### config.mk
export PLATFORM = sky130hd
export DESIGN_NAME = icrp_cmdq
export DESIGN_NICKNAME = d
export VERILOG_FILES = /design/src/rtl/core/icrp_pkg.sv /design/src/rtl/core/icrp_cmdq.sv
export SDC_FILE = /design/constraint.sdc
export NUM_CORES = 1
export LEC_CHECK = 0
export BUFFER_PORTS_ARGS = -buffer_cell sky130_fd_sc_hd__buf_2
export CAP_MARGIN = 25
export CELL_PAD_IN_SITES_DETAIL_PLACEMENT = 1
export CELL_PAD_IN_SITES_GLOBAL_PLACEMENT = 1
export CORE_MARGIN = 2
export CORE_UTILIZATION = 44
export DETAILED_ROUTE_END_ITERATION = 8
export GPL_ROUTABILITY_DRIVEN = 0
export PLACE_DENSITY_LB_ADDON = 0.1
export REMOVE_ABC_BUFFERS = 1
export SETUP_SLACK_MARGIN = 0.05
export SYNTH_ARGS = -nofsm -noshare
export SYNTH_HDL_FRONTEND = slang
export SYNTH_SLANG_ARGS = --single-unit
### constraint.sdc
create_clock -name clk_i -period 4.9 [get_ports clk_i]
set_input_delay 0.735 -clock clk_i [delete_from_list [all_inputs] [get_ports clk_i]]
set_output_delay 0.735 -clock clk_i [all_outputs]
set_load 0.05 [all_outputs]
### src/rtl/core/icrp_pkg.sv
// Shared types and constants for the int8 convolution and requantisation engine.
`default_nettype none

package icrp_pkg;

  // Store sizes; all are powers of two so that indexes wrap naturally.
  localparam int unsigned ACT_WORDS    = 4096;
  localparam int unsigned WEIGHT_WORDS = 4096;
  localparam int unsigned MAX_MAPS     = 64;
  localparam int unsigned ACT_AW       = $clog2(ACT_WORDS);
  localparam int unsigned WGT_AW       = $clog2(WEIGHT_WORDS);
  localparam int unsigned MAP_AW       = $clog2(MAX_MAPS);

  // Command queue and result buffer depths.
  localparam int unsigned CMDQ_DEPTH = 2;
  localparam int unsigned CMDQ_PW    = $clog2(CMDQ_DEPTH);
  localparam int unsigned CMDQ_CW    = $clog2(CMDQ_DEPTH + 1);
  localparam int unsigned RESQ_DEPTH = 2;
  localparam int unsigned RESQ_PW    = $clog2(RESQ_DEPTH);
  localparam int unsigned RESQ_CW    = $clog2(RESQ_DEPTH + 1);

  // Accumulator, requantisation product and saturation bounds.
  localparam int unsigned ACC_W   = 34;
  localparam int unsigned HALF_W  = 16;
  localparam int unsigned PPROD_W = ACC_W + HALF_W + 1;
  localparam int unsigned FULL_W  = ACC_W + 33;
  localparam int unsigned FRAC_W  = 32;
  localparam int unsigned Q_W     = FULL_W - FRAC_W;
  localparam logic signed [Q_W:0] SAT_HI = (Q_W + 1)'(127);
  localparam logic signed [Q_W:0] SAT_LO = -(Q_W + 1)'(128);

  // Input modes as they arrive on the port.
  localparam logic [1:0] MODE_LOAD_ACT  = 2'd0;
  localparam logic [1:0] MODE_LOAD_WGT  = 2'd1;
  localparam logic [1:0] MODE_LOAD_BIAS = 2'd2;
  localparam logic [1:0] MODE_COMPUTE   = 2'd3;

  // Configuration register indexes.
  localparam logic [2:0] REG_KERNEL_WIDTH  = 3'd0;
  localparam logic [2:0] REG_KERNEL_HEIGHT = 3'd1;
  localparam logic [2:0] REG_IN_CHANNELS   = 3'd2;
  localparam logic [2:0] REG_IN_WIDTH      = 3'd3;
  localparam logic [2:0] REG_IN_HEIGHT     = 3'd4;
  localparam logic [2:0] REG_OUT_MAPS      = 3'd5;
  localparam logic [2:0] REG_REQUANT_SCALE = 3'd6;
  localparam logic [2:0] REG_OUT_ZERO_PT   = 3'd7;

  // Result status codes.
  localparam logic STATUS_OK    = 1'b0;
  localparam logic STATUS_RANGE = 1'b1;

  typedef enum logic [2:0] {
    CMD_LOAD_ACT,
    CMD_LOAD_WGT,
    CMD_LOAD_BIAS,
    CMD_COMPUTE,
    CMD_RANGE_ERR
  } cmd_kind_e;

  typedef struct packed {
    cmd_kind_e   kind;
    logic [11:0] address;
    logic [31:0] value;
    logic [5:0]  out_map;
    logic [5:0]  out_row;
    logic [5:0]  out_col;
  } cmd_t;

  typedef struct packed {
    logic [3:0]        kernel_width;
    logic [3:0]        kernel_height;
    logic [6:0]        in_channels;
    logic [6:0]        in_width;
    logic [6:0]        in_height;
    logic [6:0]        out_maps;
    logic [31:0]       requant_scale;
    logic signed [7:0] out_zero_point;
  } cfg_t;

  typedef struct packed {
    logic [7:0] pixel;
    logic       status;
  } res_t;

  typedef enum logic [3:0] {
    ST_IDLE,
    ST_SETUP,
    ST_SETUP2,
    ST_SETUP3,
    ST_RUN,
    ST_DRAIN,
    ST_BIAS,
    ST_MUL_LO,
    ST_MUL_HI,
    ST_SUM,
    ST_OUT
  } back_state_e;

endpackage

`default_nettype wire

### src/rtl/core/icrp_cmdq.sv
// Short command queue between the front end and the back end.
`default_nettype none

module icrp_cmdq (
  input  wire logic       clk_i,
  input  wire logic       rst_ni,
  input  wire logic       push_i,
  input  icrp_pkg::cmd_t  cmd_i,
  output logic            full_o,
  input  wire logic       pop_i,
  output icrp_pkg::cmd_t  cmd_o,
  output logic            empty_o
);

  import icrp_pkg::*;

  cmd_t                entry_q [CMDQ_DEPTH];
  logic [CMDQ_PW-1:0]  wr_ptr_q;
  logic [CMDQ_PW-1:0]  rd_ptr_q;
  logic [CMDQ_CW-1:0]  count_q;
  logic                do_push;
  logic                do_pop;

  assign full_o  = (count_q == CMDQ_CW'(CMDQ_DEPTH));
  assign empty_o = (count_q == '0);
  assign do_push = push_i && !full_o;
  assign do_pop  = pop_i && !empty_o;
  assign cmd_o   = entry_q[rd_ptr_q];

  // Storage.
  always_ff @(posedge clk_i) begin
    if (do_push) begin
      entry_q[wr_ptr_q] <= cmd_i;
    end
  end

  // Pointers and fill count.
  always_ff @(posedge clk_i or negedge rst_ni) begin
    if (!rst_ni) begin
      wr_ptr_q <= '0;
      rd_ptr_q <= '0;
      count_q  <= '0;
    end else begin
      if (do_push) begin
        wr_ptr_q <= (wr_ptr_q == CMDQ_PW'(CMDQ_DEPTH - 1)) ? '0 : wr_ptr_q + 1'b1;
      end
      if (do_pop) begin
        rd_ptr_q <= (rd_ptr_q == CMDQ_PW'(CMDQ_DEPTH - 1)) ? '0 : rd_ptr_q + 1'b1;
      end
      if (do_push && !do_pop) begin
        count_q <= count_q + 1'b1;
      end else if (do_pop && !do_push) begin
        count_q <= count_q - 1'b1;
      end
    end
  end

endmodule

`default_nettype wire

Word-level counts from Yosys, hierarchy flattened
Memory sizes are Yosys's and may differ from the RTL's.
Cells that the tools add are included.

operators by class
  $add $sub $neg = 4
  $mul = 0
  divide/modulo/power cells = 0
  $lt $le $gt $ge = 0
  equal/unequal tests = 1
  shifts and indexed selects = 0
  mux-type cells = 6
  bitwise gates (word level) = 0
  reductions and logical operators = 10

operators by type and width
  operator                                          count
  logical AND 1 bit                                 4
  zero test 1 bit                                   4
  two-way mux 1 bit                                 4
  two-way mux 2 bit                                 2
  adder 1 bit, second input constant                2
  adder 2 x 1 -> 2 bit, second input constant       1
  equality test 2 bit, second input constant        1
  zero test 2 bit                                   1
  nonzero test 2 bit                                1
  subtractor 2 x 1 -> 2 bit, second input constant  1

storage, ports and cells
  register bits after elaboration = 4
  latch bits = 0
  bits in writable memories = 130
  memory bits (read-only) = 0
  logic and storage cells = 25
  memories = 1

memory list
  name     depth  width  rd ports  clocked after Yosys merged registers in  wr ports  line             text
  entry_q  2      65     1         0                                        1         icrp_cmdq.sv:17  cmd_t entry_q [CMDQ_DEPTH];

Longest topological paths before layout
Gate-level depths: netlist of the first run.

  depth after elaboration = 7
  mapped depth = 7

Worst setup path after synthesis of the first run
OpenSTA, ideal clock, no wires.

  path type = input-to-reg
  from = in push_i
  to = mem entry_q[0][0] (netlist bit), enable pin
  setup time = 0.488 ns
  arrival = 3.541 ns
  data required time = 4.412 ns
  path slack = 0.871 ns
  stages on the path = 2
  path buffers = 0
  cells stage by stage = nand2_1 -> nor2_1

on the way
  longest elaborated chain between the ends = 3

RTL lines
  what                                     line             text
  start: declaration                       icrp_cmdq.sv:7   input wire logic push_i,
  logical AND 1 bit                        icrp_cmdq.sv:26  assign do_push = push_i && !full_o;
  two-way mux 1 bit                        icrp_cmdq.sv:32  if (do_push) begin
  two-way mux 1 bit (implied by the code)  icrp_cmdq.sv:33  entry_q[wr_ptr_q] <= cmd_i;
  end: declaration                         icrp_cmdq.sv:17

No other way between the ends.

==> flow_metrics.tcl, run 1 <==
set metrics [dict create \
    final_cell_count_no_fill 525 \
    drc 0 \
    synth_top_area_share_pct 77.3 \
    hold_violations 0 \
    r2r_slack_ns 2.52 \
    diodes 0 \
    fin_ws_ns 2.01 \
    grt_pass1_wl_um 14400 \
    period_minus_slack_ns 2.89 \
    coreArea_um2 11300 \
    synth_cell_types 15 \
    min_path_type "input port to asynchronous set/reset pin" \
    ctsHoldBuffers 0 \
    synth_area_leaders "edfxtp_1 77%, mux2_4 12%, mux2_2 5.6%, dfrtp_1 2.0%, buf_6 1.1%" \
    cts_sinks 134 \
    ys.flop_type "edfxtp_1" \
    grt_max_degree 66 \
    clock_latency_ns 0.41 \
    drt_first_iter_violations 95 \
    yosysMostFrequentCell "edfxtp_1" \
    path_max_fanout 35 \
    synth_top_cell_by_area "edfxtp_1" \
    crit_required_ns 4.16 \
    finalSetupViolations 0 \
    r2r_end "entry_q[0][62]$_DFFE_PP_" \
    cts_resized 0 \
    fp.dieH_um 111 \
    fin_crit_sh_pct 58.9 \
    max_slew_margin_pct 37.3 \
    ys_seq_elements 134 \
    max-vdd-ir-drop_mv 0.401 \
    grt_pass1_vias 2692 \
    clock.fmax_mhz 346 \
    skew_ns 0.00956 \
    vias_per_cell 4.82 \
    io_pins 136 \
    worst_path_max_delay_cell "dfrtp_4" \
    syn_area_per_cell_um2 22.8 \
    startpoint_type "flip-flop" \
    r2r-start "count_q[0]$_DFFE_PN0P_" \
    cp.arrival_ns 2.15 \
    r2r_cells 4 \
    rsz0062_at_grt "no" \
    drv_slew 0 \
    postSynthCellCount 221 \
    dp_slack_ns 2.23 \
    overflow 0 \
    worstSetupPathType "flip-flop to output pin" \
    yosys_warnings 0 \
    start_util_pct 44.6 \
    grt_antenna_before_repair 0 \
    cp-end-kind "output pin" \
    detailed_place_hpwl_um 6110 \
    htree_levels 4 \
    die_w_um 111 \
    area_growth_pct 27.6 \
    first_pass_iters 6 \
    ant_nets 0 \
    fin_tns_setup_ns 0 \
    tightest_slew_ns 0.941 \
    numPortBuffers 135 \
    p_per_area_nw_per_um2 741 \
    postCtsSetupBuffers 0 \
    die_area_um2 12300 \
    tritoncts.num_buffers 17 \
    power.total_mw 4.78 \
    final_nets 440 \
    cp_cell_sequence "buf_12 > mux2_2 > buf_2" \
    via_count 2528 \
    cap_violations 0 \
    syn_area_um2 5050 \
    crit_path_end "cmd_o[61]" \
    wl_um 9230 \
    synth_top_cells_by_count "130 x edfxtp_1, 40 x mux2_4, 25 x mux2_2" \
    root_buffer "clkbuf_16" \
    clk_pin_slew_ns 0.06 \
    clockBufferDepth 2 \
    synth_edf_count 130 \
    grt_usage_pct 15.5 \
    row_count 39 \
    worstSetupStartpoint "rd_ptr_q$_DFFE_PN0P_" \
    drive_gt1_share_pct 61.3 \
    p_leak_nw 2.54 \
    dp_cells 494 \
    cts_tree "done" \
    async_flop_share_pct 2.99 \
    status "finished clean" \
    avgRoutedWirePerCell_um 17.6 \
    synth-seq-area-share_pct 79.3 \
    slowest_delay_ns 0.82 \
]
==> how the worst min path moves through the flow <==
| stage | startpoint | to | slack, ns | cells past startpoint |
|---|---|---|---|---|
| detailed placement | count_q[1]$_DFFE_PN0P_ | count_q[1]$_DFFE_PN0P_ | 0.51 | 1 |
| finish | rst_ni | count_q[0]$_DFFE_PN0P_ | 0.13 | 1 |
| global placement | count_q[1]$_DFFE_PN0P_ | count_q[1]$_DFFE_PN0P_ | 0.50 | 1 |
| global route | rst_ni | count_q[0]$_DFFE_PN0P_ | 0.11 | 1 |
| CTS | rst_ni | count_q[0]$_DFFE_PN0P_ | 0.11 | 1 |
| floorplan | rst_ni | count_q[0]$_DFFE_PN0P_ | 0.44 | 0 |
==> layer usage <==
metal  routed length [um]  vias to the layer above  share of wire (%)  global-route usage (%)
li1                     -                     1174                  -                       -
met1                 3680                     1256                 40                    18.8
met2                 4730                       86                 51                    25.2
met3                  688                       12                7.5                    6.34
met4                  118                        0                1.3                    5.93
met5                    0                        -                  0                       0
==> registers in the layout, indices dropped and copies added, names as in the netlist <==
signal and flops:
count_q 2, entry_q 130, rd_ptr_q 1, wr_ptr_q 1
==> cell families after synthesis <==
group	share of synthesized area [%]
compound gates	0.0990
flops	79.3
mux	17.5
fa+ha+maj	0.248
buf+inv	1.46
xor+xnor	0.868
simple gates	0.545
==> stage by stage <==
step	instance area (um2)	hold WS, ns	utilization [%]
detailed placement	5880	0.507	51.9
finish	6440	0.125	56.9
floorplan	4980	0.439	-
CTS	6440	0.110	56.9
global placement	5860	0.497	51.8
global route	6440	0.109	56.9
==> worst max-delay path: cells and delay by family (launching register included) <==
kind	cells	cell delay, ns
DFF	1	0.82
buffers and inverters	2	0.53
muxes	1	0.37
==> power breakdown <==
part | internal, mW | switching (mW)
sequential | 1.58 | 0.145
combinational | 0.578 | 1.30
clock | 0.739 | 0.443
==> cells in the final DEF, fill, tap and decap left out <==
cell	instances
xnor2_1	3
dfrtp_4	1
o21ai_0	1
buf_2	135
nor2_4	1
mux2_4	40
nand2_1	1
and3_4	1
mux2_2	25
inv_1	2
clkinv_4	2
clkinv_2	3
edfxtp_1	130
nor2_1	2
nand2b_1	1
clkinv_1	2
xor2_1	2
clkinvlp_4	5
bufinv_16	2
dfrtp_1	3
buf_4	1
buf_12	1
ha_1	1
clkbuf_16	17
==> cell type report <==
type	count	area, um2
Clock buffer	17	425
Clock inverter	14	138
Fill cell	1067	4880
Inverter	2	7.51
Multi-Input combinational cell	78	983
Sequential cell	134	4010
Tap cell	143	179
Timing Repair Buffer	137	703
(Power assumes the default switching activity.)
==> run 2, diff against run 1 <==
Settings changed: ABC_AREA from default to 1, CORE_UTILIZATION 44 to 37.
Clock period 4.9 ns to 2.6 ns, I/O delays scaled along.
==> flow_metrics.tcl, run 2 <==
set metrics [dict create \
    cp.arrival_ns 1.77 \
    ys.flop_type "edfxtp_1" \
    fp.dieH_um 120 \
    worstSetupPathType "flip-flop to output pin" \
    final-seq-area_um2 4010 \
    max_slew_margin_pct 63.4 \
    coreArea_um2 13100 \
    io_pins 136 \
    p_per_area_nw_per_um2 1460 \
    max-vdd-ir-drop_mv 0.611 \
    drive_gt1_share_pct 32.3 \
    synth_edf_count 130 \
    r2r_cells 3 \
    grt_pass1_wl_um 17300 \
    crit_buf_inv 2 \
    die_area_um2 14300 \
    min_path_type "input port to flip-flop" \
    via_count 3196 \
    layout_common_cells "204 x nand2_1, 135 x buf_2, 130 x edfxtp_1, 17 x clkbuf_16" \
    fin_crit_sh_pct 83.0 \
    cp_cell_sequence "buf_4 > nand2_1 > nand2_1 > buf_2" \
    cts_sinks 134 \
    period_minus_slack_ns 2.16 \
    stdcell_area_um2 6440 \
    numPortBuffers 135 \
    htree_levels 4 \
    cp-end-kind "output pin" \
    dpl_cell_area_um2 5830 \
    synth_top_cells_by_count "204 x nand2_1, 130 x edfxtp_1, 9 x buf_2" \
    p_leak_nw 2.80 \
    rsz0062_at_grt "no" \
    layout_commonest_cell "nand2_1" \
    cap_violations 0 \
    ys_seq_elements 134 \
    drv_slew 0 \
    worst_path_max_delay_cell "buf_4" \
    grt_usage_pct 16.4 \
    dp_cells 675 \
    path_depth 4 \
    multi_input_area_um2 838 \
    min_path_cells 1 \
    synth_top_cell_by_area "edfxtp_1" \
    final_cell_count_no_fill 709 \
    grt_max_degree 64 \
    grt_pass1_vias 3383 \
    detailed_place_hpwl_um 6740 \
    root_buffer "clkbuf_16" \
    cts_resized 0 \
    overflow 0 \
    clock.fmax_mhz 464 \
    ctsHoldBuffers 1 \
    grt_antenna_before_repair 1 \
    nFillCells 1426 \
    async_flop_share_pct 2.99 \
    vias_per_cell 4.51 \
    finalSetupViolations 0 \
    tightest_slew_ns 0.548 \
    start_util_pct 37.7 \
    postCtsSetupBuffers 0 \
    clockBufferDepth 2 \
    slowest_delay_ns 0.45 \
    avgRoutedWirePerCell_um 15.3 \
    wl_um 10800 \
    postSynthCellCount 371 \
    skew_ns 0.00387 \
    clk_pin_slew_ns 0.05 \
    yosysMostFrequentCell "nand2_1" \
    tritoncts.num_buffers 17 \
    syn_area_um2 4950 \
    ant_nets 0 \
    hold_violations 0 \
    largestRegisters "entry_q (130), count_q (2)" \
    critPathMostFrequentCell "nand2_1" \
    crit_required_ns 2.21 \
    drc 0 \
    r2r_slack_ns 0.88 \
    power.total_mw 9.41 \
    area_growth_pct 30.2 \
    die_w_um 120 \
    top_register "entry_q" \
    yosys_warnings 0 \
    synth_cell_types 14 \
    synth_top_area_share_pct 78.9 \
    path_max_fanout 49 \
    clock_latency_ns 0.41 \
    final_nets 589 \
    first_pass_iters 4 \
    status "finished clean" \
    cts_tree "done" \
    syn_area_per_cell_um2 13.3 \
    synth-seq-area-share_pct 80.9 \
    synth_area_leaders "edfxtp_1 79%, nand2_1 15%, dfrtp_1 2.0%, buf_2 0.91%, buf_4 0.76%" \
    largest_reg_flops 130 \
    drt_first_iter_violations 147 \
    startpoint_type "flip-flop" \
    crit_family "buffers and inverters" \
    row_count 42 \
]
run 2: cell types whose count changed after synthesis, moves of 5 or more:
cell and change:
nand2_1 +203, mux2_4 -40, mux2_2 -25, buf_2 +7
buf_4 +5, buf_6 -5, inv_1 +5
run 2: per-stage QoR:
stage	hold slack (ns)	setup slack [ns]	util, %	TNS, ns
detailed placement	0.209	0.838	44.4	0
floorplan	0.0944	-1.17	-	-90.23
global placement	0.209	0.856	44.4	0
global route	0.140	0.270	49.0	0
finish	0.163	0.443	49.0	0
CTS	0.138	0.377	49.0	0
run 2: cells by family after synthesis:
family          share of synthesized area [%]
simple gates                             16.2
flops                                    80.9
buf+inv                                  2.28
compound gates                          0.202
xor+xnor                                0.177
fa+ha+maj                               0.253
run 2: path summary, 6_finish.rpt:
| kind | startpoint | to |
|---|---|---|
| max in group asynchronous | rst_ni | rd_ptr_q$_DFFE_PN0P_ |
| min reg2reg | wr_ptr_q$_DFFE_PN0P_ | wr_ptr_q$_DFFE_PN0P_ |
| min in group asynchronous | rst_ni | count_q[0]$_DFFE_PN0P_ |
| min | cmd_i[33] | entry_q[0][33]$_DFFE_PP_ |
| max reg2reg | count_q[0]$_DFFE_PN0P_ | entry_q[1][4]$_DFFE_PP_ |
| max | rd_ptr_q$_DFFE_PN0P_ | cmd_o[16] |
run 2: routing by layer:
metal  wire length (um)  share of wire [%]  track usage [%]
met2               5190                 48             26.3
met1               4580                 42             19.2
met4                217                2.0             8.31
met3                846                7.8             6.42
met5                  0                  0                0
run 2: report_power, final:
part,internal [mW],switching [mW]
clock network,1.58,0.832
logic,0.748,3.17
registers,2.95,0.130
total,5.28,4.13
run 2: cell type report:
cell class | instances | share of cell area [%]
Timing Repair Buffer | 143 | 11.7
Clock inverter | 12 | 2.47
Sequential cell | 134 | 62.2
Clock buffer | 20 | 6.78
Multi-Input combinational cell | 215 | 13.0
Inverter | 8 | 0.466
Tap cell | 176 | 3.42
Antenna cell | 1 | 0.0388
