==> src/rtl/core/icrp_pkg.sv <==
// Shared types and constants for the int8 convolution and requantisation engine.
`default_nettype none

package icrp_pkg;

  // Store sizes; all are powers of two so that indexes wrap naturally.
  localparam int unsigned ACT_WORDS    = 4096;
  localparam int unsigned WEIGHT_WORDS = 4096;
  localparam int unsigned MAX_MAPS     = 64;
  localparam int unsigned ACT_AW       = $clog2(ACT_WORDS);
  localparam int unsigned WGT_AW       = $clog2(WEIGHT_WORDS);
  localparam int unsigned MAP_AW       = $clog2(MAX_MAPS);

  // Command queue and result buffer depths.
  localparam int unsigned CMDQ_DEPTH = 2;
  localparam int unsigned CMDQ_PW    = $clog2(CMDQ_DEPTH);
  localparam int unsigned CMDQ_CW    = $clog2(CMDQ_DEPTH + 1);
  localparam int unsigned RESQ_DEPTH = 2;
  localparam int unsigned RESQ_PW    = $clog2(RESQ_DEPTH);
  localparam int unsigned RESQ_CW    = $clog2(RESQ_DEPTH + 1);

  // Accumulator, requantisation product and saturation bounds.
  localparam int unsigned ACC_W   = 34;
  localparam int unsigned HALF_W  = 16;
  localparam int unsigned PPROD_W = ACC_W + HALF_W + 1;
  localparam int unsigned FULL_W  = ACC_W + 33;
  localparam int unsigned FRAC_W  = 32;
  localparam int unsigned Q_W     = FULL_W - FRAC_W;
  localparam logic signed [Q_W:0] SAT_HI = (Q_W + 1)'(127);
  localparam logic signed [Q_W:0] SAT_LO = -(Q_W + 1)'(128);

  // Input modes as they arrive on the port.
  localparam logic [1:0] MODE_LOAD_ACT  = 2'd0;
  localparam logic [1:0] MODE_LOAD_WGT  = 2'd1;
  localparam logic [1:0] MODE_LOAD_BIAS = 2'd2;
  localparam logic [1:0] MODE_COMPUTE   = 2'd3;

  // Configuration register indexes.
  localparam logic [2:0] REG_KERNEL_WIDTH  = 3'd0;
  localparam logic [2:0] REG_KERNEL_HEIGHT = 3'd1;
  localparam logic [2:0] REG_IN_CHANNELS   = 3'd2;
  localparam logic [2:0] REG_IN_WIDTH      = 3'd3;
  localparam logic [2:0] REG_IN_HEIGHT     = 3'd4;
  localparam logic [2:0] REG_OUT_MAPS      = 3'd5;
  localparam logic [2:0] REG_REQUANT_SCALE = 3'd6;
  localparam logic [2:0] REG_OUT_ZERO_PT   = 3'd7;

  // Result status codes.
  localparam logic STATUS_OK    = 1'b0;
  localparam logic STATUS_RANGE = 1'b1;

  typedef enum logic [2:0] {
    CMD_LOAD_ACT,
    CMD_LOAD_WGT,
    CMD_LOAD_BIAS,
    CMD_COMPUTE,
    CMD_RANGE_ERR
  } cmd_kind_e;

  typedef struct packed {
    cmd_kind_e   kind;
    logic [11:0] address;
    logic [31:0] value;
    logic [5:0]  out_map;
    logic [5:0]  out_row;
    logic [5:0]  out_col;
  } cmd_t;

  typedef struct packed {
    logic [3:0]        kernel_width;
    logic [3:0]        kernel_height;
    logic [6:0]        in_channels;
    logic [6:0]        in_width;
    logic [6:0]        in_height;
    logic [6:0]        out_maps;
    logic [31:0]       requant_scale;
    logic signed [7:0] out_zero_point;
  } cfg_t;

  typedef struct packed {
    logic [7:0] pixel;
    logic       status;
  } res_t;

  typedef enum logic [3:0] {
    ST_IDLE,
    ST_SETUP,
    ST_SETUP2,
    ST_SETUP3,
    ST_RUN,
    ST_DRAIN,
    ST_BIAS,
    ST_MUL_LO,
    ST_MUL_HI,
    ST_SUM,
    ST_OUT
  } back_state_e;

endpackage

`default_nettype wire

==> src/rtl/core/icrp_front.sv <==
// Front end: configuration registers and classification of incoming transactions.
`default_nettype none

module icrp_front (
  input  wire logic          clk_i,
  input  wire logic          rst_ni,
  input  wire logic          cfg_we_i,
  input  wire logic [2:0]    cfg_idx_i,
  input  wire logic [31:0]   cfg_data_i,
  input  wire logic [1:0]    mode_i,
  input  wire logic [11:0]   address_i,
  input  wire logic [31:0]   value_i,
  input  wire logic [5:0]    out_map_i,
  input  wire logic [5:0]    out_row_i,
  input  wire logic [5:0]    out_col_i,
  output icrp_pkg::cfg_t     cfg_o,
  output icrp_pkg::cmd_t     cmd_o
);

  import icrp_pkg::*;

  cfg_t cfg_q;
  logic row_bad;
  logic col_bad;
  logic map_bad;

  // Configuration registers, written one at a time by index.
  always_ff @(posedge clk_i or negedge rst_ni) begin
    if (!rst_ni) begin
      cfg_q.kernel_width   <= 4'd3;
      cfg_q.kernel_height  <= 4'd3;
      cfg_q.in_channels    <= 7'd1;
      cfg_q.in_width       <= 7'd28;
      cfg_q.in_height      <= 7'd28;
      cfg_q.out_maps       <= 7'd1;
      cfg_q.requant_scale  <= 32'd0;
      cfg_q.out_zero_point <= 8'sd0;
    end else if (cfg_we_i) begin
      case (cfg_idx_i)
        REG_KERNEL_WIDTH:  cfg_q.kernel_width   <= cfg_data_i[3:0];
        REG_KERNEL_HEIGHT: cfg_q.kernel_height  <= cfg_data_i[3:0];
        REG_IN_CHANNELS:   cfg_q.in_channels    <= cfg_data_i[6:0];
        REG_IN_WIDTH:      cfg_q.in_width       <= cfg_data_i[6:0];
        REG_IN_HEIGHT:     cfg_q.in_height      <= cfg_data_i[6:0];
        REG_OUT_MAPS:      cfg_q.out_maps       <= cfg_data_i[6:0];
        REG_REQUANT_SCALE: cfg_q.requant_scale  <= cfg_data_i;
        REG_OUT_ZERO_PT:   cfg_q.out_zero_point <= $signed(cfg_data_i[7:0]);
        default: ;
      endcase
    end
  end

  assign cfg_o = cfg_q;

  // Range check of the requested output position.
  assign map_bad = ({1'b0, out_map_i} >= cfg_q.out_maps);
  assign row_bad = ({2'b00, out_row_i} + {4'd0, cfg_q.kernel_height}) >
                   {1'b0, cfg_q.in_height};
  assign col_bad = ({2'b00, out_col_i} + {4'd0, cfg_q.kernel_width}) >
                   {1'b0, cfg_q.in_width};

  // Classify the transaction into a command for the back end.
  always_comb begin
    cmd_o.address = address_i;
    cmd_o.value   = value_i;
    cmd_o.out_map = out_map_i;
    cmd_o.out_row = out_row_i;
    cmd_o.out_col = out_col_i;
    case (mode_i)
      MODE_LOAD_ACT:  cmd_o.kind = CMD_LOAD_ACT;
      MODE_LOAD_WGT:  cmd_o.kind = CMD_LOAD_WGT;
      MODE_LOAD_BIAS: cmd_o.kind = CMD_LOAD_BIAS;
      MODE_COMPUTE:   cmd_o.kind = (map_bad || row_bad || col_bad) ? CMD_RANGE_ERR
                                                                   : CMD_COMPUTE;
      default:        cmd_o.kind = CMD_LOAD_ACT;
    endcase
  end

endmodule

`default_nettype wire

==> config.mk <==
export PLATFORM = sky130hd
export DESIGN_NAME = icrp_front
export DESIGN_NICKNAME = d
export VERILOG_FILES = /design/src/rtl/core/icrp_pkg.sv /design/src/rtl/core/icrp_front.sv
export SDC_FILE = /design/constraint.sdc
export NUM_CORES = 1
export LEC_CHECK = 0
export ABC_CLOCK_PERIOD_IN_PS = 2980
export BUFFER_PORTS_ARGS = -buffer_cell sky130_fd_sc_hd__buf_2
export CAP_MARGIN = 20
export CORE_MARGIN = 2
export CORE_UTILIZATION = 30
export DETAILED_ROUTE_END_ITERATION = 8
export HOLD_SLACK_MARGIN = 0.03
export PLACE_DENSITY = 0.69
export SLEW_MARGIN = 30
export SYNTH_ARGS = -nofsm -noshare
export SYNTH_HDL_FRONTEND = slang
export SYNTH_SLANG_ARGS = --single-unit
==> constraint.sdc <==
create_clock -name clk_i -period 2.98 [get_ports clk_i]
set_clock_uncertainty 0.2 [all_clocks]
set_input_delay 0.298 -clock clk_i [delete_from_list [all_inputs] [get_ports clk_i]]
set_output_delay 0.298 -clock clk_i [all_outputs]
set_load 0.02 [all_outputs]
Yosys cells after proc, flatten, opt, wreduce, memory -nomap -nowiden
Cells that the tools add are included.

Register bits: 76. Input bits: 102. Output and inout port bits: 141. Word-level logic and storage cells: 37.

$add $sub $neg: 2. Magnitude comparators: 3. Equality and inequality tests: 10. Multiplexer cells: 2. Reduce and logical (&&, ||, !) cells: 12.

Operators with widths (number): 2-bit AND reduction (8); 6-bit by 4-bit adder with 7-bit output (2); 7-bit > comparator (2); 3-bit == test, second input constant (4); 3-bit case mux with 4 select lines (1); 6-bit by 7-bit greater-or-equal comparator with 1-bit output (1); 3-bit by 2-bit == test with 1-bit output, second input constant (2); 2-bit == test, second input constant (2); 3-bit by 1-bit == test with 1-bit output, second input constant (1); 3-bit logical NOT (1); 3-bit 2-to-1 mux (1); 2-bit by 1-bit == test with 1-bit output, second input constant (1); 2-bit logical NOT (1); 1-bit logical OR (2).

Depth between registers and ports, before layout
Gate-level depths: netlist (run 1).

Depth in word-level cells: 6. Gate-level depth with buffers: 12. Mapped depth without buffers: 12.

Worst setup path before layout (run 1)
Ideal clock, no wire load.

Path kind: reg-to-output. Start: register cfg_q (netlist bit cfg_o[69]). End: output cmd_o[62] in the netlist's numbering. Arrival: 2.766 ns. Data required time: 2.482 ns. Setup slack: -0.284 ns. Stages on the path, launching flop included: 13. Cells stage by stage: dfstp_2 -> ha_1 -> a21o_1 -> a21oi_1 -> nor2b_1 -> o21ai_0 -> xnor2_1 -> ha_1 -> nand4_1 -> a21oi_1 -> o22ai_1 -> o211ai_1 -> a21boi_0.

RTL lines: start, declared (line icrp_front.sv:22) `cfg_t cfg_q;`; end, declared (line icrp_front.sv:17) `output icrp_pkg::cmd_t cmd_o`.

==> metrics, run 1 <==
vias in the first global route=3234; crit path from=cfg_o[69]; Max Slew Vio Count=0; worst r2r src=cfg_o[70]; PortBufs=154; Async S/R FF share, synth=100.0%; post-synthesis sequential area ratio=45.73%; non-filler cells in the finished layout=662; wire per inst=17.33 um; WP data arrival=2.99 ns; synthesized netlist cell count=343; Most used DFF post-synth=dfrtp_1; final setup fails=3; Netlist Area Pre-Place=0.004192 sq mm; DRT iter0 DRCs=106; Max FO, Critical Path=3; hpwl dp=8397 um; CTS tree=done; layout cell share with drive strength beyond 1=58.92%; number of synthesized flops with an enable pin=0; Slew Limit Headroom=53.28%; Die ar.=0.01493 sq mm; fin util=39.20%; Reg clk slew, reported paths=0.06 ns; Synth Area per Inst=12.22 sq um; # clock sinks=76; Fmax achieved=286.5 MHz; Root Driver=clkbuf_16; CP startpoint kind=flop; Hold WC Path Type=primary input to flop; WL final=11470 um; Synth warnings=0; Synth top area share=38.21%; Tmin final=3.490 ns; Area contributors post-synth=dfrtp_1, mux2_2, buf_4, ha_1, dfstp_2; Unique masters post-synth=31; total CTS buffers=9; Area growth syn-to-layout=28.81%; WS Path Type=flop to output pin; Largest register FFs=76; hold path startpoint=cfg_data_i[4]; drt pass-1 iters=4; worst-skew pair later-pin latency=0.33 ns; leading area contributor after synthesis=dfrtp_1; # DRC=0; H-tree depth=3; Critical Path RT=2.48 ns; syn_nets=475; Nets=609; Design Area, Final=0.005399 sq mm; initial core utilization=30.43%; Cell Count Post-Placement=619; Max Buffers Root-to-Sink=2; Setup crit end kind=output pin; first-pass GRT wire length=16980 um; placed cell area=0.004793 sq mm; Die Span Y=122.2 um; worst vdd ir=389.1 uV; static leakage=2.659 nW; max-cap viol count=0; most instantiated cells after synthesis=mux2_2, dfrtp_1, buf_4, ha_1, inv_1; clock network fraction of total power=26.3%; vias after detailed routing=3005; Logic pwr share=37.3%; fin crit share=117.1%; Final Wtd Congestion=0.8430; NetSw=0.001401 W; core box area=0.01377 sq mm; fillers=1340; largest net degree at the start of global routing=77; # diodes=0; Pint=0.002524 W; Slew @ Worst Pin=0.7008 ns; grt ovf=0; unrepaired setup endpoints after global routing=true; failing checks=setup timing; power per cell area=727.0 mW/mm^2; count leader, synth=mux2_2; GRT Total Usage=15.30%; sequential share of power=36.4%; Setup WS post-layout=-0.5099 ns; synthesized flop and latch total=76; post-route ant nets=0; status=finished, violations left; # rows=43; antenna violations before repair=0; Ports=243; die width=122.2 um; Switching Share=35.70%; Final Hold Vio Count=0; vias per cell=4.539
[kinds of logic (layout without fill, tap and decap cells)]
group,count (synthesis),count (layout),synth area share [%]
DFF,76,76,45.73
adders and majority gates,30,30,9.314
muxes,70,70,18.81
xor gates and xnor gates,8,8,1.672
and+or+nand+nor,34,34,5.612
buffers and inverters,90,229,14.06
AOI/OAI and AO/OA,35,35,4.806
[metal layers]
| layer | vias up | track usage (%) | wire length (um) |
|---|---|---|---|
| met5 | - | 0 | 0 |
| met1 | 1456 | 16.49 | 4248 |
| met3 | 34 | 4.213 | 972 |
| met2 | 139 | 27.71 | 5964 |
| li1 | 1376 | - | - |
| met4 | 0 | 6.897 | 286 |
[layout by cell type, fill, tap and decap left out, types with 2 or more instances in the layout]
master	netlist	layout
buf_4	63	14
buf_6	1	3
dfstp_2	12	12
o21ai_1	0	3
inv_6	0	2
clkbuf_16	0	9
dfrtp_1	64	64
nand4b_1	2	2
nand2_1	12	12
a21oi_2	0	6
nor2_1	2	2
buf_2	6	150
nand4_1	3	3
clkinvlp_4	0	2
inv_1	20	20
nand3b_1	2	2
o21ai_0	11	8
mux2_2	70	70
nor2b_1	3	3
ha_1	28	26
xor2_1	2	2
nand3_1	2	2
a21o_1	5	5
a21boi_2	0	2
nor3b_4	2	2
a21oi_1	13	7
xnor2_1	6	6
fa_2	0	2
dlygate4sd3_1	0	26
[cell type report]
type	count	area, sq um	share of cell area [%]
Clock inverter	6	46.29	0.8575
Clock buffer	10	239.0	4.426
Inverter	20	75.07	1.390
Tap cell	180	225.2	4.171
Timing Repair Buffer	193	1150	21.30
Multi-Input combinational cell	177	1747	32.35
Sequential cell	76	1917	35.50
[stage by stage]
stage	hold WS, ns	setup slack, ns	TNS [ns]	total power, W
final	0.09419	-0.5099	-1.499	0.003925
after floorplan	-0.1976	0.004594	0	0.002408
after CTS	0.08285	-0.5562	-1.632	0.003977
after global placement	0.2826	-0.3926	-1.058	0.002791
after detailed placement	0.2880	-0.4296	-1.184	0.002854
after global routing	0.1268	-0.7024	-2.075	0.004175
[what timing repair did]
item	CTS	global route
setup buffers	2	0
endpoints found under the hold margin	90	0
pin swaps	13	6
hold buffers	26	0
endpoints found under the setup margin	3	3
resized for setup	13	0
[critical path, stage by stage, from the launching register on]
cell	delay [ns]
dfstp_2	0.56
ha_4	0.20
a21o_1	0.16
a21oi_2	0.13
nor2b_1	0.06
o21ai_1	0.15
xnor2_1	0.16
ha_1	0.28
nand2_1	0.11
o21ai_1	0.10
o22ai_2	0.22
o211ai_1	0.21
and3_4	0.21
buf_6	0.12
[path summary, 6_finish.rpt]
path | cells after the start | slack, ns | to
max in group asynchronous | 2 | 1.73 | cfg_o[42]
hold reg to reg | 1 | 0.30 | cfg_o[10]
hold / removal | 3 | 0.09 | cfg_o[51]
setup / recovery | 13 | -0.51 | cmd_o[64]
min in group asynchronous | 2 | 0.37 | cfg_o[34]
setup reg to reg | 2 | 1.89 | cfg_o[70]
[power groups by stage]
| stage | sequential [W] | clock, W | combinational (W) |
|---|---|---|---|
| global route | 0.00146 | 0.00112 | 0.00160 |
| CTS | 0.00143 | 0.00107 | 0.00148 |
| global placement | 0.00143 | 0 | 0.00136 |
| detailed placement | 0.00144 | 0 | 0.00141 |
| finish | 0.00143 | 0.00103 | 0.00146 |
| floorplan | 0.00171 | 0 | 0.000695 |
Power figures use the tool's default switching activity.
==> run 2: changes to the inputs <==
--- a/config.mk
+++ b/config.mk
@@ -12,7 +12,8 @@
 export CORE_UTILIZATION = 30
 export DETAILED_ROUTE_END_ITERATION = 8
 export HOLD_SLACK_MARGIN = 0.03
-export PLACE_DENSITY = 0.69
+export PLACE_DENSITY_LB_ADDON = 0.08
+export SETUP_SLACK_MARGIN = 0.15
 export SLEW_MARGIN = 30
 export SYNTH_ARGS = -nofsm -noshare
 export SYNTH_HDL_FRONTEND = slang
==> metrics, run 2 (synthesized netlist as in run 1, its figures left out) <==
WL final=10520 um; Reg clk slew, reported paths=0.06 ns; drt pass-1 iters=4; H-tree depth=3; total CTS buffers=9; vias per cell=4.438; Die Span Y=122.2 um; static leakage=2.668 nW; Cell Count Post-Placement=618; Max FO, Critical Path=3; WS Path Type=flop to output pin; reg2reg end=cfg_o[74]; Final Hold Vio Count=0; Max Slew Vio Count=0; Largest register FFs=76; antenna violations before repair=3; failing checks=setup timing; CP startpoint kind=flop; # clock sinks=76; Ports=243; status=finished, violations left; non-filler cells in the finished layout=665; GRT Total Usage=14.30%; Crit path largest cell delay=0.39 ns; R2R setup slack=1.89 ns; hpwl dp=7575 um; Slew Limit Headroom=54.04%; setup TNS=-1.358 ns; cell count of the worst hold path=3; layout cell share with drive strength beyond 1=58.51%; power per cell area=730.1 mW/mm^2; unrepaired setup endpoints after global routing=true; grt ovf=0; commonest cells after routing, fill and taps aside=buf_2, mux2_2, dfrtp_1; Hold Path Sink=cfg_o[53]; WP data arrival=2.96 ns; PortBufs=154; core box area=0.01377 sq mm; largest net degree at the start of global routing=77; die width=122.2 um; post-route ant nets=0; Area growth syn-to-layout=29.34%; Hold WC Path Type=primary input to flop; initial core utilization=30.43%; Stages on worst setup path=12; CTS tree=done; Die ar.=0.01493 sq mm; CP Cell Sequence=buf_4, fa_2, a21o_1, a21oi_2, xnor2_1, ha_1, a21oi_1, o21ai_1, o22ai_2, o211ai_1, and3_4, buf_6; DRT iter0 DRCs=69; worst vdd ir=329.6 uV; Setup WS post-layout=-0.4822 ns; Max Buffers Root-to-Sink=2; Final Wtd Congestion=0.7699; worst-skew pair later-pin latency=0.33 ns; wire per inst=15.82 um; Slew @ Worst Pin=0.6893 ns; vias in the first global route=2946; max-cap viol count=0; delay-heaviest family, CP=compound AO/OA/AOI/OAI gates; worst r2r src=cfg_o[74]; Nets=609; vias after detailed routing=2951; first-pass GRT wire length=16060 um; Fmax achieved=288.8 MHz; final setup fails=3; CP max stage cell=dfstp_2; # rows=43; Critical Path RT=2.48 ns; # DRC=0; hold path startpoint=cfg_data_i[6]; commonest non-fill, non-tap cell in the layout=buf_2; Root Driver=clkbuf_16; Tmin final=3.462 ns; Setup crit end kind=output pin; fin crit share=116.2%; cells on worst reg2reg path=2; Buf+Inv Stages, Crit Path=2
==> run 2: changes by cell type in the layout (fill, tap and decap cells not counted), moves of 2 or more <==
cell	previous run	this run
diode_2	0	3
clkinvlp_4	2	0
clkbuf_1	0	2
inv_6	2	0
==> run 2: metrics by stage <==
| stage | total power, W | cell area [sq um] | util [%] | setup slack, ns | hold WS (ns) |
|---|---|---|---|---|---|
| after floorplan | 0.002415 | 4249 | - | 0.03293 | -0.1976 |
| after global placement | 0.002834 | 4816 | 34.97 | -0.3579 | 0.2830 |
| after detailed placement | 0.002852 | 4820 | 34.99 | -0.3866 | 0.1838 |
| after CTS | 0.004027 | 5414 | 39.31 | -0.5221 | 0.08913 |
| after global routing | 0.004235 | 5419 | 39.34 | -0.7010 | 0.1163 |
| final | 0.003958 | 5421 | 39.36 | -0.4822 | 0.09051 |
==> run 2: worst max path at each step <==
stage / from / to / slack (ns)
after global placement: out_row_i[0] / cmd_o[64] / -0.36
final: cfg_o[69] / cmd_o[64] / -0.48
after global routing: cfg_o[69] / cmd_o[64] / -0.70
after floorplan: cfg_o[69] / cmd_o[62] / 0.03
after detailed placement: out_row_i[0] / cmd_o[64] / -0.39
after CTS: cfg_o[69] / cmd_o[64] / -0.52
==> run 2: per-layer routing <==
layer	vias to the layer above	wire [um]	track usage (%)
li1	1396	-	-
met1	1395	4395	17.38
met2	126	4874	22.19
met3	34	998	5.665
met4	0	253	6.609
met5	-	0	0
==> run 2: where the power goes <==
group / internal, W / switching (W) / total [W]
clock network: 0.000670 / 0.000413 / 0.00108
logic: 0.000644 / 0.000808 / 0.00145
registers: 0.00129 / 0.000137 / 0.00142
total: 0.00260 / 0.00136 / 0.00396
==> run 2: worst register-to-register path: stages, from the launching register on <==
cell     delay, ns
dfrtp_1       0.39
buf_4         0.14
mux2_2        0.25
==> run 2: final cells by class <==
class                   instances  area, sq um
fillers                      1384         8352
diodes                          3        7.507
well taps                     180        225.2
clock buffers                  12        246.5
inverters                      20        75.07
repair buffers                193         1146
clock inverters                 4        48.80
flip-flops and latches         76         1917
multi-input cells             177         1755
==> run 2: what timing repair did <==
item,in CTS,in global routing
hold endpoints to repair,90,0
setup buffers,2,0
gates resized for setup,8,0
pin swaps,11,4
setup endpoints to repair,3,3
hold buffers,26,0
==> run 3: changes to the inputs <==
--- a/config.mk
+++ b/config.mk
@@ -6,11 +6,11 @@
 export NUM_CORES = 1
 export LEC_CHECK = 0
 export ABC_CLOCK_PERIOD_IN_PS = 2980
-export BUFFER_PORTS_ARGS = -buffer_cell sky130_fd_sc_hd__buf_2
 export CAP_MARGIN = 20
 export CORE_MARGIN = 2
 export CORE_UTILIZATION = 30
 export DETAILED_ROUTE_END_ITERATION = 8
+export DONT_BUFFER_PORTS = 1
 export HOLD_SLACK_MARGIN = 0.03
 export PLACE_DENSITY_LB_ADDON = 0.08
 export SETUP_SLACK_MARGIN = 0.15
==> metrics, run 3 (synthesized netlist as in run 1, its figures left out) <==
status=finished, violations left; failing checks=setup timing; post-route ant nets=0; Fmax achieved=293.0 MHz; Ports=243; Final Hold Vio Count=0; vias after detailed routing=2459; static leakage=2.082 nW; WP data arrival=2.91 ns; layout cell share with drive strength beyond 1=40.71%; Setup crit end kind=output pin; wire per inst=19.41 um; Critical Path RT=2.48 ns; # diodes=0; fillers=1396; commonest cells after routing, fill and taps aside=mux2_2, dfrtp_1, dlygate4sd3_1; Largest register FFs=76; initial core utilization=30.43%; DRT iter0 DRCs=61; hold slack=0.04396 ns; metal3 WL=1280 um; worst vdd ir=322.3 uV; core box area=0.01377 sq mm; Tmin final=3.413 ns; CP startpoint kind=flop; Slew Limit Headroom=60.40%; Final Wtd Congestion=0.7338; Reg clk slew, reported paths=0.06 ns; Max Buffers Root-to-Sink=2; GRT Total Usage=14.13%; largest net degree at the start of global routing=77; Hold WC Path Type=primary input to flop; Max FO, Critical Path=3; total CTS buffers=9; setup TNS=-1.286 ns; # DRC=0; Slew @ Worst Pin=0.5931 ns; PortBufs=0; Setup WS pre-CTS=-0.2730 ns; Met1 Wirelength=3857 um; Die ar.=0.01493 sq mm; drt pass-1 iters=4; fin crit share=114.5%; commonest non-fill, non-tap cell in the layout=mux2_2; Area growth syn-to-layout=13.31%; H-tree depth=3; met2 wire length=4595 um; Setup WS post-layout=-0.4329 ns; Power Total=0.003624 W; top sig layer=met5; Die Span Y=122.2 um; vias in the first global route=2637; # rows=43; final setup fails=3; unrepaired setup endpoints after global routing=true; max-cap viol count=0; worst-skew pair later-pin latency=0.34 ns; WS Path Type=flop to output pin; hpwl dp=7124 um; Max Slew Vio Count=0; antenna violations before repair=1; CTS tree=done; die width=122.2 um; # clock sinks=76; Root Driver=clkbuf_16; Nets=467; WL final=10080 um; first-pass GRT wire length=15280 um; power per cell area=763.0 mW/mm^2; vias per cell=4.738; grt ovf=0
==> run 3: cell count changes in the layout (fill, tap and decap cells not counted), moves of 3 or more <==
| cell | previous run | this run |
|---|---|---|
| a21oi_1 | 8 | 5 |
| a21oi_2 | 5 | 8 |
| buf_2 | 150 | 0 |
| diode_2 | 3 | 0 |
| dlygate4sd3_1 | 26 | 33 |
==> run 3: worst paths after layout <==
kind,slack [ns],to,startpoint,depth (start not counted)
setup / recovery,-0.43,cmd_o[62],cfg_o[69],11
hold / removal,0.04,cfg_o[70],cfg_idx_i[1],2
setup reg to reg,1.75,cfg_o[69],cfg_o[69],3
hold reg to reg,0.38,cfg_o[51],cfg_o[51],2
max in group asynchronous,1.93,cfg_o[49],rst_ni,2
min in group asynchronous,0.31,cfg_o[36],rst_ni,2
==> run 3: cell type report <==
class	count	area, sq um	share of cell area, %
Clock buffer	9	225.2	4.742
Timing Repair Buffer	51	485.5	10.22
Tap cell	180	225.2	4.742
Multi-Input combinational cell	177	1779	37.46
Clock inverter	6	42.54	0.8957
Sequential cell	76	1917	40.36
Inverter	20	75.07	1.581
==> run 3: critical path: stages, from the launching register on <==
cell	delay, ns
dfstp_2	0.39
buf_4	0.14
fa_2	0.36
a21o_1	0.18
a21oi_2	0.16
xnor2_1	0.14
ha_1	0.28
a21oi_2	0.13
o21ai_1	0.08
o22ai_2	0.21
o211ai_1	0.21
a21boi_2	0.31
==> run 3: timing repair <==
item,4_1_cts,5_1_grt
resized for setup,5,5
setup endpoints to repair,3,3
buffers inserted,2,1
hold buffers,34,0
pin swaps,8,14
hold endpoints to repair,152,0
==> run 3: routing by layer <==
metal,up-vias,global-route usage (%)
met4,2,7.184
met3,41,7.865
met2,127,21.46
met1,1189,15.89
met5,-,0
li1,1100,-
==> run 3: power breakdown <==
group	switching (W)	total, W	internal (W)
Clock	0.000432	0.000990	0.000558
Combinational	0.000423	0.000901	0.000477
Sequential	0.000447	0.00173	0.00129
Total	0.00130	0.00362	0.00232
==> run 3: metrics by stage <==
stage	util (%)	std cells	cell area, sq um
floorplan	-	343	4249
global placement	29.51	467	4065
detailed placement	29.51	467	4065
CTS	34.33	518	4728
global route	34.48	519	4750
finish	34.48	519	4750
